--- src/sv/xae_pkg.sv ---
// shared types, constants and helper functions for the alu encoder
package xae_pkg;

    localparam int unsigned QueueDepth = 2;

    localparam logic [2:0] TAG_END  = 3'd0;
    localparam logic [2:0] TAG_REG  = 3'd1;
    localparam logic [2:0] TAG_IMM  = 3'd2;
    localparam logic [2:0] TAG_MEM  = 3'd5;
    localparam logic [2:0] TAG_DISP = 3'd6;
    localparam logic [2:0] TAG_LBL  = 3'd7;

    localparam logic [7:0] PREFIX_BYTE = 8'h66;

    localparam logic [3:0] ERR_REG  = 4'b0001;
    localparam logic [3:0] ERR_IMM  = 4'b0010;
    localparam logic [3:0] ERR_PAIR = 4'b0100;
    localparam logic [3:0] ERR_FORM = 4'b1000;

    // one classified instruction: up to five bytes and shared flags
    typedef struct packed {
        logic [4:0][7:0] bytes;
        logic [2:0]      count;
        logic [3:0]      flags;
        logic            no_form;
    } t_enc;

    function automatic logic tags_are(input logic [4:0][2:0] t, input logic [2:0] a,
                                      input logic [2:0] b, input logic [2:0] c,
                                      input logic [2:0] d);
        logic [4:0][2:0] p;
        logic            res;
        logic            done;
        p = {TAG_END, d, c, b, a};
        res = 1'b1;
        done = 1'b0;
        for (int k = 0; k < 5; k++) begin
            if (!done) begin
                if (t[k] != p[k]) begin
                    res = 1'b0;
                    done = 1'b1;
                end else if (p[k] == TAG_END) begin
                    done = 1'b1;
                end
            end
        end
        return res;
    endfunction

    function automatic logic is16(input logic signed [31:0] v);
        return v[5:4] == 2'b01;
    endfunction

    function automatic logic short_disp(input logic signed [31:0] v);
        return v >= 0 && v < 256;
    endfunction

    function automatic logic bad_r8(input logic signed [31:0] v);
        return v < 0 || v > 15;
    endfunction

    function automatic logic bad_r16(input logic signed [31:0] v);
        return v < 16 || v > 31;
    endfunction

    function automatic logic bad_k8(input logic signed [31:0] v);
        return v < -128 || v > 255;
    endfunction

    function automatic logic bad_k16(input logic signed [31:0] v);
        return v < -32768 || v > 65535;
    endfunction

    // base/index pair to r/m; bit 3 of the result flags a bad pair
    function automatic logic [3:0] base_index(input logic [2:0] b, input logic [2:0] i,
                                              input logic has_i);
        logic [3:0] r;
        r = 4'b1000;
        if (has_i) begin
            if (b == 3'd3 && i == 3'd6) r = 4'd0;
            else if (b == 3'd3 && i == 3'd7) r = 4'd1;
            else if (b == 3'd5 && i == 3'd6) r = 4'd2;
            else if (b == 3'd5 && i == 3'd7) r = 4'd3;
        end else begin
            if (b == 3'd6) r = 4'd4;
            else if (b == 3'd7) r = 4'd5;
            else if (b == 3'd5) r = 4'd6;
            else if (b == 3'd3) r = 4'd7;
        end
        return r;
    endfunction

    function automatic logic [7:0] modrm(input logic [1:0] md, input logic [2:0] rm,
                                         input logic [2:0] rg);
        return {md, rg, rm};
    endfunction

endpackage

--- src/sv/x86_alu_instruction_encoder_core.sv ---
// top level of the 16-bit alu instruction encoder
// Encodes one ALU instruction (add, or, adc, sbb, and, sub, xor, cmp) per request
// into one to five result bytes, one result per cycle while i_ready is high, with
// o_last on the final one. A request gives one result per byte (1 to 5), counted
// out by the back end's byte sender. The front end classifies the next request and a
// two-entry queue holds classified requests, so input is taken while bytes stream.
// A no-match request gives one result with o_has_byte low and error bit 3 set.
module x86_alu_instruction_encoder_core import xae_pkg::*; #(
    parameter int unsigned QUEUE_DEPTH = QueueDepth
) (
    input  logic               i_clk,
    input  logic               i_rst_n,
    input  logic               i_valid,
    output logic               o_ready,
    input  logic [2:0]         i_command,
    input  logic [2:0]         i_tag_0,
    input  logic [2:0]         i_tag_1,
    input  logic [2:0]         i_tag_2,
    input  logic [2:0]         i_tag_3,
    input  logic [2:0]         i_tag_4,
    input  logic signed [31:0] i_value_0,
    input  logic signed [31:0] i_value_1,
    input  logic signed [31:0] i_value_2,
    input  logic signed [31:0] i_value_3,
    output logic               o_valid,
    input  logic               i_ready,
    output logic [7:0]         o_out_byte,
    output logic               o_has_byte,
    output logic               o_last,
    output logic [3:0]         o_error_flags
);
    logic f_valid;
    logic f_ready;
    t_enc f_enc;
    logic q_valid;
    logic q_ready;
    t_enc q_enc;

    xae_front u_front (
        .i_clk   (i_clk),
        .i_rst_n (i_rst_n),
        .i_valid (i_valid),
        .o_ready (o_ready),
        .i_command (i_command),
        .i_tags  ({i_tag_4, i_tag_3, i_tag_2, i_tag_1, i_tag_0}),
        .i_v0    (i_value_0),
        .i_v1    (i_value_1),
        .i_v2    (i_value_2),
        .i_v3    (i_value_3),
        .o_valid (f_valid),
        .i_ready (f_ready),
        .o_enc   (f_enc)
    );

    xae_queue #(.DEPTH(QUEUE_DEPTH)) u_queue (
        .i_clk   (i_clk),
        .i_rst_n (i_rst_n),
        .i_valid (f_valid),
        .o_ready (f_ready),
        .i_enc   (f_enc),
        .o_valid (q_valid),
        .i_ready (q_ready),
        .o_enc   (q_enc)
    );

    xae_back u_back (
        .i_clk         (i_clk),
        .i_rst_n       (i_rst_n),
        .i_valid       (q_valid),
        .o_ready       (q_ready),
        .i_enc         (q_enc),
        .o_valid       (o_valid),
        .i_ready       (i_ready),
        .o_out_byte    (o_out_byte),
        .o_has_byte    (o_has_byte),
        .o_last        (o_last),
        .o_error_flags (o_error_flags)
    );
endmodule

--- src/sv/xae_front.sv ---
// front end: accepts instructions, matches operand forms, builds the byte list
module xae_front import xae_pkg::*; (
    input  logic               i_clk,
    input  logic               i_rst_n,
    input  logic               i_valid,
    output logic               o_ready,
    input  logic [2:0]         i_command,
    input  logic [4:0][2:0]    i_tags,
    input  logic signed [31:0] i_v0,
    input  logic signed [31:0] i_v1,
    input  logic signed [31:0] i_v2,
    input  logic signed [31:0] i_v3,
    output logic               o_valid,
    input  logic               i_ready,
    output t_enc               o_enc
);
    logic       r_valid;
    t_enc       r_enc;
    t_enc       n_enc;
    logic [7:0] op;
    logic [3:0] bi;
    logic [3:0] fl;

    always_comb begin
        op = {2'b00, i_command, 3'b000};
        n_enc = '0;
        fl = '0;
        bi = '0;
        // forms in priority order
        if (tags_are(i_tags, TAG_REG, TAG_REG, TAG_END, TAG_END) && i_v0[5:4] == 2'b00) begin
            fl[0] = bad_r8(i_v1);
            n_enc.bytes[0] = op;
            n_enc.bytes[1] = modrm(2'd3, i_v0[2:0], i_v1[2:0]);
            n_enc.count = 3'd2;
        end else if (tags_are(i_tags, TAG_REG, TAG_IMM, TAG_END, TAG_END) && i_v0 == 0) begin
            fl[1] = bad_k8(i_v1);
            n_enc.bytes[0] = op + 8'd4;
            n_enc.bytes[1] = i_v1[7:0];
            n_enc.count = 3'd2;
        end else if (tags_are(i_tags, TAG_MEM, TAG_REG, TAG_END, TAG_END) && is16(i_v0)) begin
            bi = base_index(i_v0[2:0], 3'd0, 1'b0);
            fl[0] = bad_r16(i_v1);
            n_enc.bytes[0] = op + 8'd1;
            n_enc.bytes[1] = modrm(2'd0, bi[2:0], i_v1[2:0]);
            n_enc.count = 3'd2;
        end else if (tags_are(i_tags, TAG_MEM, TAG_MEM, TAG_REG, TAG_END) && is16(i_v0)) begin
            bi = base_index(i_v0[2:0], i_v1[2:0], 1'b1);
            fl[0] = bad_r16(i_v1) | bad_r16(i_v2);
            n_enc.bytes[0] = op + 8'd1;
            n_enc.bytes[1] = modrm(2'd0, bi[2:0], i_v2[2:0]);
            n_enc.count = 3'd2;
        end else if ((tags_are(i_tags, TAG_DISP, TAG_REG, TAG_END, TAG_END)
                      || tags_are(i_tags, TAG_LBL, TAG_REG, TAG_END, TAG_END)) && is16(i_v1)) begin
            fl[1] = bad_k16(i_v0);
            n_enc.bytes[0] = PREFIX_BYTE;
            n_enc.bytes[1] = op + 8'd1;
            n_enc.bytes[2] = modrm(2'd0, 3'd6, i_v1[2:0]);
            n_enc.bytes[3] = (i_tags[0] == TAG_DISP) ? i_v0[7:0] : 8'd0;
            n_enc.bytes[4] = (i_tags[0] == TAG_DISP) ? i_v0[15:8] : 8'd0;
            n_enc.count = 3'd5;
        end else if (tags_are(i_tags, TAG_MEM, TAG_DISP, TAG_REG, TAG_END) && is16(i_v0)
                     && short_disp(i_v1)) begin
            bi = base_index(i_v0[2:0], 3'd0, 1'b0);
            fl[0] = bad_r16(i_v2);
            n_enc.bytes[0] = op + 8'd1;
            n_enc.bytes[1] = modrm(2'd1, bi[2:0], i_v2[2:0]);
            n_enc.bytes[2] = i_v1[7:0];
            n_enc.count = 3'd3;
        end else if (tags_are(i_tags, TAG_MEM, TAG_MEM, TAG_DISP, TAG_REG) && is16(i_v0)
                     && short_disp(i_v2)) begin
            bi = base_index(i_v0[2:0], i_v1[2:0], 1'b1);
            fl[0] = bad_r16(i_v1) | bad_r16(i_v3);
            n_enc.bytes[0] = op + 8'd1;
            n_enc.bytes[1] = modrm(2'd1, bi[2:0], i_v3[2:0]);
            n_enc.bytes[2] = i_v2[7:0];
            n_enc.count = 3'd3;
        end else if ((tags_are(i_tags, TAG_MEM, TAG_DISP, TAG_REG, TAG_END)
                      || tags_are(i_tags, TAG_MEM, TAG_LBL, TAG_REG, TAG_END)) && is16(i_v0)) begin
            bi = base_index(i_v0[2:0], 3'd0, 1'b0);
            fl[1] = bad_k16(i_v1);
            fl[0] = bad_r16(i_v2);
            n_enc.bytes[0] = op + 8'd1;
            n_enc.bytes[1] = modrm(2'd2, bi[2:0], i_v2[2:0]);
            n_enc.bytes[2] = (i_tags[1] == TAG_DISP) ? i_v1[7:0] : 8'd0;
            n_enc.bytes[3] = (i_tags[1] == TAG_DISP) ? i_v1[15:8] : 8'd0;
            n_enc.count = 3'd4;
        end else if ((tags_are(i_tags, TAG_MEM, TAG_MEM, TAG_DISP, TAG_REG)
                      || tags_are(i_tags, TAG_MEM, TAG_MEM, TAG_LBL, TAG_REG)) && is16(i_v0)) begin
            bi = base_index(i_v0[2:0], i_v1[2:0], 1'b1);
            fl[1] = bad_k16(i_v2);
            fl[0] = bad_r16(i_v1) | bad_r16(i_v3);
            n_enc.bytes[0] = op + 8'd1;
            n_enc.bytes[1] = modrm(2'd2, bi[2:0], i_v3[2:0]);
            n_enc.bytes[2] = (i_tags[2] == TAG_DISP) ? i_v2[7:0] : 8'd0;
            n_enc.bytes[3] = (i_tags[2] == TAG_DISP) ? i_v2[15:8] : 8'd0;
            n_enc.count = 3'd4;
        end else if (tags_are(i_tags, TAG_REG, TAG_REG, TAG_END, TAG_END) && is16(i_v0)) begin
            fl[0] = bad_r16(i_v1);
            n_enc.bytes[0] = op + 8'd1;
            n_enc.bytes[1] = modrm(2'd3, i_v0[2:0], i_v1[2:0]);
            n_enc.count = 3'd2;
        end else if (tags_are(i_tags, TAG_REG, TAG_MEM, TAG_END, TAG_END) && is16(i_v0)) begin
            bi = base_index(i_v1[2:0], 3'd0, 1'b0);
            fl[0] = bad_r16(i_v1);
            n_enc.bytes[0] = op + 8'd3;
            n_enc.bytes[1] = modrm(2'd0, bi[2:0], i_v0[2:0]);
            n_enc.count = 3'd2;
        end else if (tags_are(i_tags, TAG_REG, TAG_MEM, TAG_MEM, TAG_END) && is16(i_v0)) begin
            bi = base_index(i_v1[2:0], i_v2[2:0], 1'b1);
            fl[0] = bad_r16(i_v1) | bad_r16(i_v2);
            n_enc.bytes[0] = op + 8'd3;
            n_enc.bytes[1] = modrm(2'd0, bi[2:0], i_v0[2:0]);
            n_enc.count = 3'd2;
        end else if ((tags_are(i_tags, TAG_REG, TAG_DISP, TAG_END, TAG_END)
                      || tags_are(i_tags, TAG_REG, TAG_LBL, TAG_END, TAG_END)) && is16(i_v0)) begin
            fl[1] = bad_k16(i_v1);
            n_enc.bytes[0] = PREFIX_BYTE;
            n_enc.bytes[1] = op + 8'd3;
            n_enc.bytes[2] = modrm(2'd0, 3'd6, i_v0[2:0]);
            n_enc.bytes[3] = (i_tags[1] == TAG_DISP) ? i_v1[7:0] : 8'd0;
            n_enc.bytes[4] = (i_tags[1] == TAG_DISP) ? i_v1[15:8] : 8'd0;
            n_enc.count = 3'd5;
        end else if (tags_are(i_tags, TAG_REG, TAG_MEM, TAG_DISP, TAG_END) && is16(i_v0)
                     && short_disp(i_v2)) begin
            bi = base_index(i_v1[2:0], 3'd0, 1'b0);
            fl[0] = bad_r16(i_v1);
            n_enc.bytes[0] = op + 8'd3;
            n_enc.bytes[1] = modrm(2'd1, bi[2:0], i_v0[2:0]);
            n_enc.bytes[2] = i_v2[7:0];
            n_enc.count = 3'd3;
        end else if (tags_are(i_tags, TAG_REG, TAG_MEM, TAG_MEM, TAG_DISP) && is16(i_v0)
                     && short_disp(i_v3)) begin
            bi = base_index(i_v1[2:0], i_v2[2:0], 1'b1);
            fl[0] = bad_r16(i_v1) | bad_r16(i_v2);
            n_enc.bytes[0] = op + 8'd3;
            n_enc.bytes[1] = modrm(2'd1, bi[2:0], i_v0[2:0]);
            n_enc.bytes[2] = i_v3[7:0];
            n_enc.count = 3'd3;
        end else if ((tags_are(i_tags, TAG_REG, TAG_MEM, TAG_DISP, TAG_END)
                      || tags_are(i_tags, TAG_REG, TAG_MEM, TAG_LBL, TAG_END)) && is16(i_v0)) begin
            bi = base_index(i_v1[2:0], 3'd0, 1'b0);
            fl[1] = bad_k16(i_v2);
            fl[0] = bad_r16(i_v1);
            n_enc.bytes[0] = op + 8'd3;
            n_enc.bytes[1] = modrm(2'd2, bi[2:0], i_v0[2:0]);
            n_enc.bytes[2] = (i_tags[2] == TAG_DISP) ? i_v2[7:0] : 8'd0;
            n_enc.bytes[3] = (i_tags[2] == TAG_DISP) ? i_v2[15:8] : 8'd0;
            n_enc.count = 3'd4;
        end else if ((tags_are(i_tags, TAG_REG, TAG_MEM, TAG_MEM, TAG_DISP)
                      || tags_are(i_tags, TAG_REG, TAG_MEM, TAG_MEM, TAG_LBL)) && is16(i_v0)) begin
            bi = base_index(i_v1[2:0], i_v2[2:0], 1'b1);
            fl[1] = bad_k16(i_v3);
            fl[0] = bad_r16(i_v1) | bad_r16(i_v2);
            n_enc.bytes[0] = op + 8'd3;
            n_enc.bytes[1] = modrm(2'd2, bi[2:0], i_v0[2:0]);
            n_enc.bytes[2] = (i_tags[3] == TAG_DISP) ? i_v3[7:0] : 8'd0;
            n_enc.bytes[3] = (i_tags[3] == TAG_DISP) ? i_v3[15:8] : 8'd0;
            n_enc.count = 3'd4;
        end else if (tags_are(i_tags, TAG_REG, TAG_IMM, TAG_END, TAG_END) && i_v0 == 16) begin
            fl[1] = bad_k16(i_v1);
            n_enc.bytes[0] = op + 8'd5;
            n_enc.bytes[1] = i_v1[7:0];
            n_enc.bytes[2] = i_v1[15:8];
            n_enc.count = 3'd3;
        end else begin
            n_enc.no_form = 1'b1;
            n_enc.count = 3'd1;
        end
        // a bad base/index pair gives r/m 0 and a flag
        if (bi[3]) begin
            fl = fl | ERR_PAIR;
        end
        if (n_enc.no_form) begin
            fl = ERR_FORM;
        end
        n_enc.flags = fl;
    end

    assign o_ready = !r_valid || i_ready;
    assign o_valid = r_valid;
    assign o_enc   = r_enc;

    // classified request register
    always_ff @(posedge i_clk) begin
        if (!i_rst_n) begin
            r_valid <= 1'b0;
        end else if (o_ready) begin
            r_valid <= i_valid;
        end
        if (o_ready && i_valid) begin
            r_enc <= n_enc;
        end
    end
endmodule

--- src/sv/xae_queue.sv ---
// short queue of classified requests between front and back ends
module xae_queue import xae_pkg::*; #(
    parameter int unsigned DEPTH = QueueDepth
) (
    input  logic i_clk,
    input  logic i_rst_n,
    input  logic i_valid,
    output logic o_ready,
    input  t_enc i_enc,
    output logic o_valid,
    input  logic i_ready,
    output t_enc o_enc
);
    localparam int unsigned AW = (DEPTH > 1) ? $clog2(DEPTH) : 1;

    t_enc          r_mem [DEPTH];
    logic [AW-1:0] r_wr;
    logic [AW-1:0] r_rd;
    logic [AW:0]   r_cnt;
    logic          wr_en;
    logic          rd_en;

    assign o_ready = r_cnt != DEPTH[AW:0];
    assign o_valid = r_cnt != '0;
    assign o_enc   = r_mem[r_rd];
    assign wr_en   = i_valid && o_ready;
    assign rd_en   = o_valid && i_ready;

    // pointers and fill count
    always_ff @(posedge i_clk) begin
        if (!i_rst_n) begin
            r_wr  <= '0;
            r_rd  <= '0;
            r_cnt <= '0;
        end else begin
            if (wr_en) begin
                r_wr <= (r_wr == AW'(DEPTH - 1)) ? '0 : r_wr + 1'b1;
            end
            if (rd_en) begin
                r_rd <= (r_rd == AW'(DEPTH - 1)) ? '0 : r_rd + 1'b1;
            end
            r_cnt <= r_cnt + (AW+1)'(wr_en) - (AW+1)'(rd_en);
        end
    end

    // storage
    always_ff @(posedge i_clk) begin
        if (wr_en) begin
            r_mem[r_wr] <= i_enc;
        end
    end
endmodule

--- src/sv/xae_back.sv ---
// back end: sends the bytes of one classified request, one result per cycle while i_ready is high
module xae_back import xae_pkg::*; (
    input  logic       i_clk,
    input  logic       i_rst_n,
    input  logic       i_valid,
    output logic       o_ready,
    input  t_enc       i_enc,
    output logic       o_valid,
    input  logic       i_ready,
    output logic [7:0] o_out_byte,
    output logic       o_has_byte,
    output logic       o_last,
    output logic [3:0] o_error_flags
);
    logic [2:0] r_idx;
    logic       r_valid;
    logic [7:0] r_byte;
    logic       r_has;
    logic       r_last;
    logic [3:0] r_flags;
    logic       load;
    logic       fin;

    // output register free when empty or being taken
    assign load    = !r_valid || i_ready;
    assign fin     = (r_idx + 3'd1) == i_enc.count;
    assign o_ready = load && fin;

    always_ff @(posedge i_clk) begin
        if (!i_rst_n) begin
            r_valid <= 1'b0;
            r_idx   <= '0;
        end else if (load) begin
            r_valid <= i_valid;
            if (i_valid) begin
                r_idx <= fin ? 3'd0 : r_idx + 3'd1;
            end
        end
        if (load && i_valid) begin
            r_byte  <= i_enc.no_form ? 8'd0 : i_enc.bytes[r_idx];
            r_has   <= !i_enc.no_form;
            r_last  <= fin;
            r_flags <= i_enc.flags;
        end
    end

    assign o_valid       = r_valid;
    assign o_out_byte    = r_byte;
    assign o_has_byte    = r_has;
    assign o_last        = r_last;
    assign o_error_flags = r_flags;
endmodule
--- config.mk ---
export PLATFORM = sky130hd
export DESIGN_NAME = x86_alu_instruction_encoder_core
export DESIGN_NICKNAME = d
export VERILOG_FILES = /design/src/sv/xae_pkg.sv /design/src/sv/x86_alu_instruction_encoder_core.sv /design/src/sv/xae_front.sv /design/src/sv/xae_queue.sv /design/src/sv/xae_back.sv
export SDC_FILE = /design/constraint.sdc
export NUM_CORES = 1
export LEC_CHECK = 0
export BUFFER_PORTS_ARGS = -buffer_cell sky130_fd_sc_hd__buf_2
export CAP_MARGIN = 5
export CORE_AREA = 2 2 130 132
export DETAILED_ROUTE_END_ITERATION = 10
export DIE_AREA = 0 0 132 134
export HOLD_SLACK_MARGIN = 0.1
export PLACE_DENSITY = 0.84
export SLEW_MARGIN = 20
export SYNTH_ARGS = -nofsm -noshare
export SYNTH_HDL_FRONTEND = slang
export SYNTH_HIERARCHICAL = 1
export SYNTH_SLANG_ARGS = --single-unit
--- constraint.sdc ---
create_clock -name i_clk -period 2.8 [get_ports i_clk]
set_input_delay 0.14 -clock i_clk [delete_from_list [all_inputs] [get_ports i_clk]]
set_output_delay 0.14 -clock i_clk [all_outputs]
set_load 0.005 [all_outputs]
==> qor.yml <==
detailed_routing:
  drtPass1Iterations: 10
  viasPerCell: 6.70
  drt-initial-drc-count: 1263
  num_vias: 8095
  wirelength_microns: 30300
  drcViolationCount: 0
  detail-route-antenna-nets: 0
  post_drt_wl_per_cell_microns: 25.1
global_routing:
  grt_max_degree: 49
  antenna_found_initial: 0
  grt-ovfl-total: 0
  grt_pass1_vias: 7854
  gr-usage-all-layers: 0.345
  grt_pass1_wl_microns: 45800
sta:
  fin_tns_setup_ns: 0
  finalCriticalPeriod_ns: 2.68
  grt_setup_unrepaired: "false"
  drv_slew: 0
  tightest_slew_ns: 0.891
  period_share: 0.957
  hold_viol: 0
  slew_headroom: 0.400
  finalSetupViolCount: 0
  fmax_ghz: 0.373
  skew_ns: 0.0231
logic_synthesis:
  seq_area_frac_synth: 0.547
  synthMuxAreaShare: 0.0916
  async_flop_share: 0
  syn_area_sq_mm: 0.00899
  synth_top_family_by_area: "simple AND/OR/NAND/NOR gates"
  synthCells: 746
  synth_xor_area_frac: 0.00766
  ys_ff_latch: 167
  syn_nets: 898
  synth_commonest_cells: "157 x edfxtp_1, 50 x nand2_1, 49 x nor2_1, 38 x nor4_1, 34 x nand4_1"
  synth.distinct_cells: 85
  synth-edff-count: 157
  synth_top_area_frac: 0.525
  synth_adder_area_share: 0.00390
  yosysTopAreaCell: "edfxtp_1"
  yosys.area_share.simple: 0.183
  synth.most_common_cell: "edfxtp_1"
  synth_ff_type: "edfxtp_1"
  synth-compound-area-share: 0.139
  synth_warnings: 6
  syn_area_per_cell_sq_um: 12.0
  yosys-top-cells-area: "edfxtp_1 52%, mux2_2 3.5%, mux2_4 3.3%"
placement:
  dp_hpwl_microns: 21400
  placed_area_sq_mm: 0.0104
  gp_congestion: 1.06
  portBuffers: 165
critical_path:
  crit_chain: "dlygate4sd3_1 > buf_2 > nor4b_1 > nand4_1 > nor4_4 > buf_4 > a221oi_1 > nand2_1 > dlygate4sd3_1"
  critPathBufInv: 4
  cpLargestDelayFamily: "buffers and inverters"
  cp_common_cell: "dlygate4sd3_1"
  critPathLaunchType: "input port"
  rrSetupSlack_ns: 0.16
  critPathCaptureType: "flip-flop"
  slowest_delay_ns: 0.57
  cp_max_fo: 14
  worstPathRequired_ns: 3.08
  rr_endpoint: "u_queue/r_cnt[0]$_SDFF_PN0_"
  arrival_ns: 2.96
  cpMaxStageDelayCell: "dlygate4sd3_1"
  path_class: "in -> reg"
  reg2regPathDepth: 10
power_and_ir_drop:
  intPower_mw: 4.72
  combPwrFrac: 0.121
  ir_worst_vdd_mv: 0.541
  p_sw_mw: 1.50
  leakage_nw: 4.32
  p_per_area_mw_per_mm2: 554
  p_clk_frac: 0.408
  pwr-share-seq: 0.471
  swShare: 0.241
hold_path:
  min_path_type: "in -> reg"
  hold_path_depth: 2
  hp-start: "i_command[1]"
  hold_end: "u_front/o_enc[12]$_DFFE_PP_"
run_status:
  status: "finished clean"
floorplanning:
  start_util: 0.552
  die_x_microns: 132
  die-area_sq_mm: 0.0177
  core_area_sq_mm: 0.0163
  ios: 166
  core.rowCount: 47
  die_y_microns: 134
clock_tree:
  postCtsSetupRepairBufs: 0
  cts.path.max_buffers: 2
  cts_made_buffers: 17
  cts_tree: "yes"
  clk-insertion-delay-late_ns: 0.43
  cts_max_level: 4
  clk_pin_slew_ns: 0.07
  clock_sinks: 167
  root_buffer: "clkbuf_16"
layout:
  num-nets-final: 1128
  diodes: 0
  syn2layout_area_growth_pct: 24.9
  n_fill_cell: 1147
  layout-drive-gt1-share: 0.340
  design_area_sq_mm: 0.0112
job:
  cap_viol_max_count: 0
## layout make-up
| class | instances | area [sq um] | share of cell area |
|---|---|---|---|
| clock buffer | 18 | 429 | 0.0382 |
| timing repair buffer | 245 | 1490 | 0.133 |
| inverter | 18 | 67.6 | 0.00602 |
| sequential | 167 | 4920 | 0.438 |
| clock inverter | 14 | 210 | 0.0187 |
| tap | 220 | 275 | 0.0245 |
| multi-input combinational | 527 | 3830 | 0.342 |
## power by group through the flow
| stage | clock network (mW) | registers, mW | logic (mW) |
|---|---|---|---|
| finish | 2.54 | 2.93 | 0.754 |
| detailed placement | 0 | 2.98 | 0.709 |
| floorplan | 0 | 2.96 | 0.382 |
| CTS | 2.54 | 2.93 | 0.737 |
| global route | 2.65 | 2.94 | 0.796 |
| global placement | 0 | 2.96 | 0.691 |
## cells in the final DEF (no fill, tap or decap), types with 6 or more instances in the layout
cell type,count
inv_1,16
edfxtp_1,157
a21o_1,11
mux2_4,20
mux4_2,6
dlygate4sd3_1,21
a221o_1,7
mux2_2,28
and2_1,8
a22o_1,13
inv_6,6
buf_2,165
nor3_1,21
a22oi_1,13
clkbuf_16,17
a222oi_1,6
o21ai_0,17
or3_1,6
nand4_1,34
nand3_1,27
buf_4,58
nand2_1,50
a211oi_1,10
dfxtp_1,9
nand2b_1,7
nor2_1,49
nor4_1,37
a21oi_1,33
## sequential cells by signal (all words and copies together) (netlist names), named ones only
name,cells
u_queue/r_mem,96
u_front/o_enc,47
u_back/o_out_byte,8
u_back/o_error_flags,4
u_back/r_idx,3
u_queue/r_cnt,2
u_back/o_has_byte,1
u_back/o_last,1
u_back/o_valid,1
u_front/o_valid,1
u_queue/r_rd,1
u_queue/r_wr,1
## cells by family after synthesis
| family | count (synthesis) |
|---|---|
| DFF | 167 |
| adders and majority gates | 3 |
| xor gates and xnor gates | 7 |
| AOI/OAI and AO/OA | 168 |
| buffers and inverters | 52 |
| other | 1 |
| and+or+nand+nor | 290 |
| muxes | 58 |
## routing by layer
layer,global-route usage,up-vias,wire (microns)
met4,0.211,0,1920
met2,0.578,662,14700
met3,0.0608,134,2880
met5,0,-,0
li1,-,3489,-
met1,0.420,3810,10900
## worst reg2reg max path, stage by stage (launching register included)
cell	delay, ns
dfxtp_2	0.47
mux2_2	0.41
xnor2_1	0.28
xnor2_1	0.17
nor3_2	0.26
and2_1	0.27
nand3_1	0.10
o21ai_0	0.08
nor2_1	0.06
ha_1	0.28
and2_1	0.15
## what timing repair did
| item | in CTS | in global routing |
|---|---|---|
| hold buffers | 21 | 0 |
| endpoints found under the hold margin | 23 | 0 |
| resized for setup | 0 | 0 |
| endpoints found under the setup margin | 0 | 0 |
## how the worst max path moves through the flow
stage                 start                              end  cells past startpoint  slack (ns)
2_1_floorplan    i_tag_0[1]   u_front/o_enc[7]$_SDFFCE_PP0P_                      8        0.43
3_3_place_gp     i_tag_0[1]  u_front/o_enc[36]$_SDFFCE_PP0P_                      8        0.18
3_5_place_dp     i_tag_0[1]  u_front/o_enc[30]$_SDFFCE_PP0P_                      9        0.14
4_1_cts        i_value_0[9]  u_front/o_enc[31]$_SDFFCE_PP0P_                      9        0.23
5_1_grt           flip-flop      u_queue/r_cnt[1]$_SDFF_PN0_                     11        0.02
6_report       i_value_0[9]  u_front/o_enc[31]$_SDFFCE_PP0P_                      9        0.12
## metrics by stage
step | hold WS (ns) | instances | power [mW] | setup WS [ns] | utilization
2_1_floorplan | 0.262 | 746 | 3.35 | 0.427 | -
3_3_place_gp | 0.392 | 1156 | 3.66 | 0.181 | 0.637
3_5_place_dp | 0.418 | 1156 | 3.69 | 0.139 | 0.637
4_1_cts | 0.105 | 1209 | 6.21 | 0.227 | 0.689
5_1_grt | 0.125 | 1209 | 6.38 | 0.0228 | 0.689
6_report | 0.136 | 1209 | 6.22 | 0.119 | 0.689
Note: power is estimated with default switching activity, not from simulation.
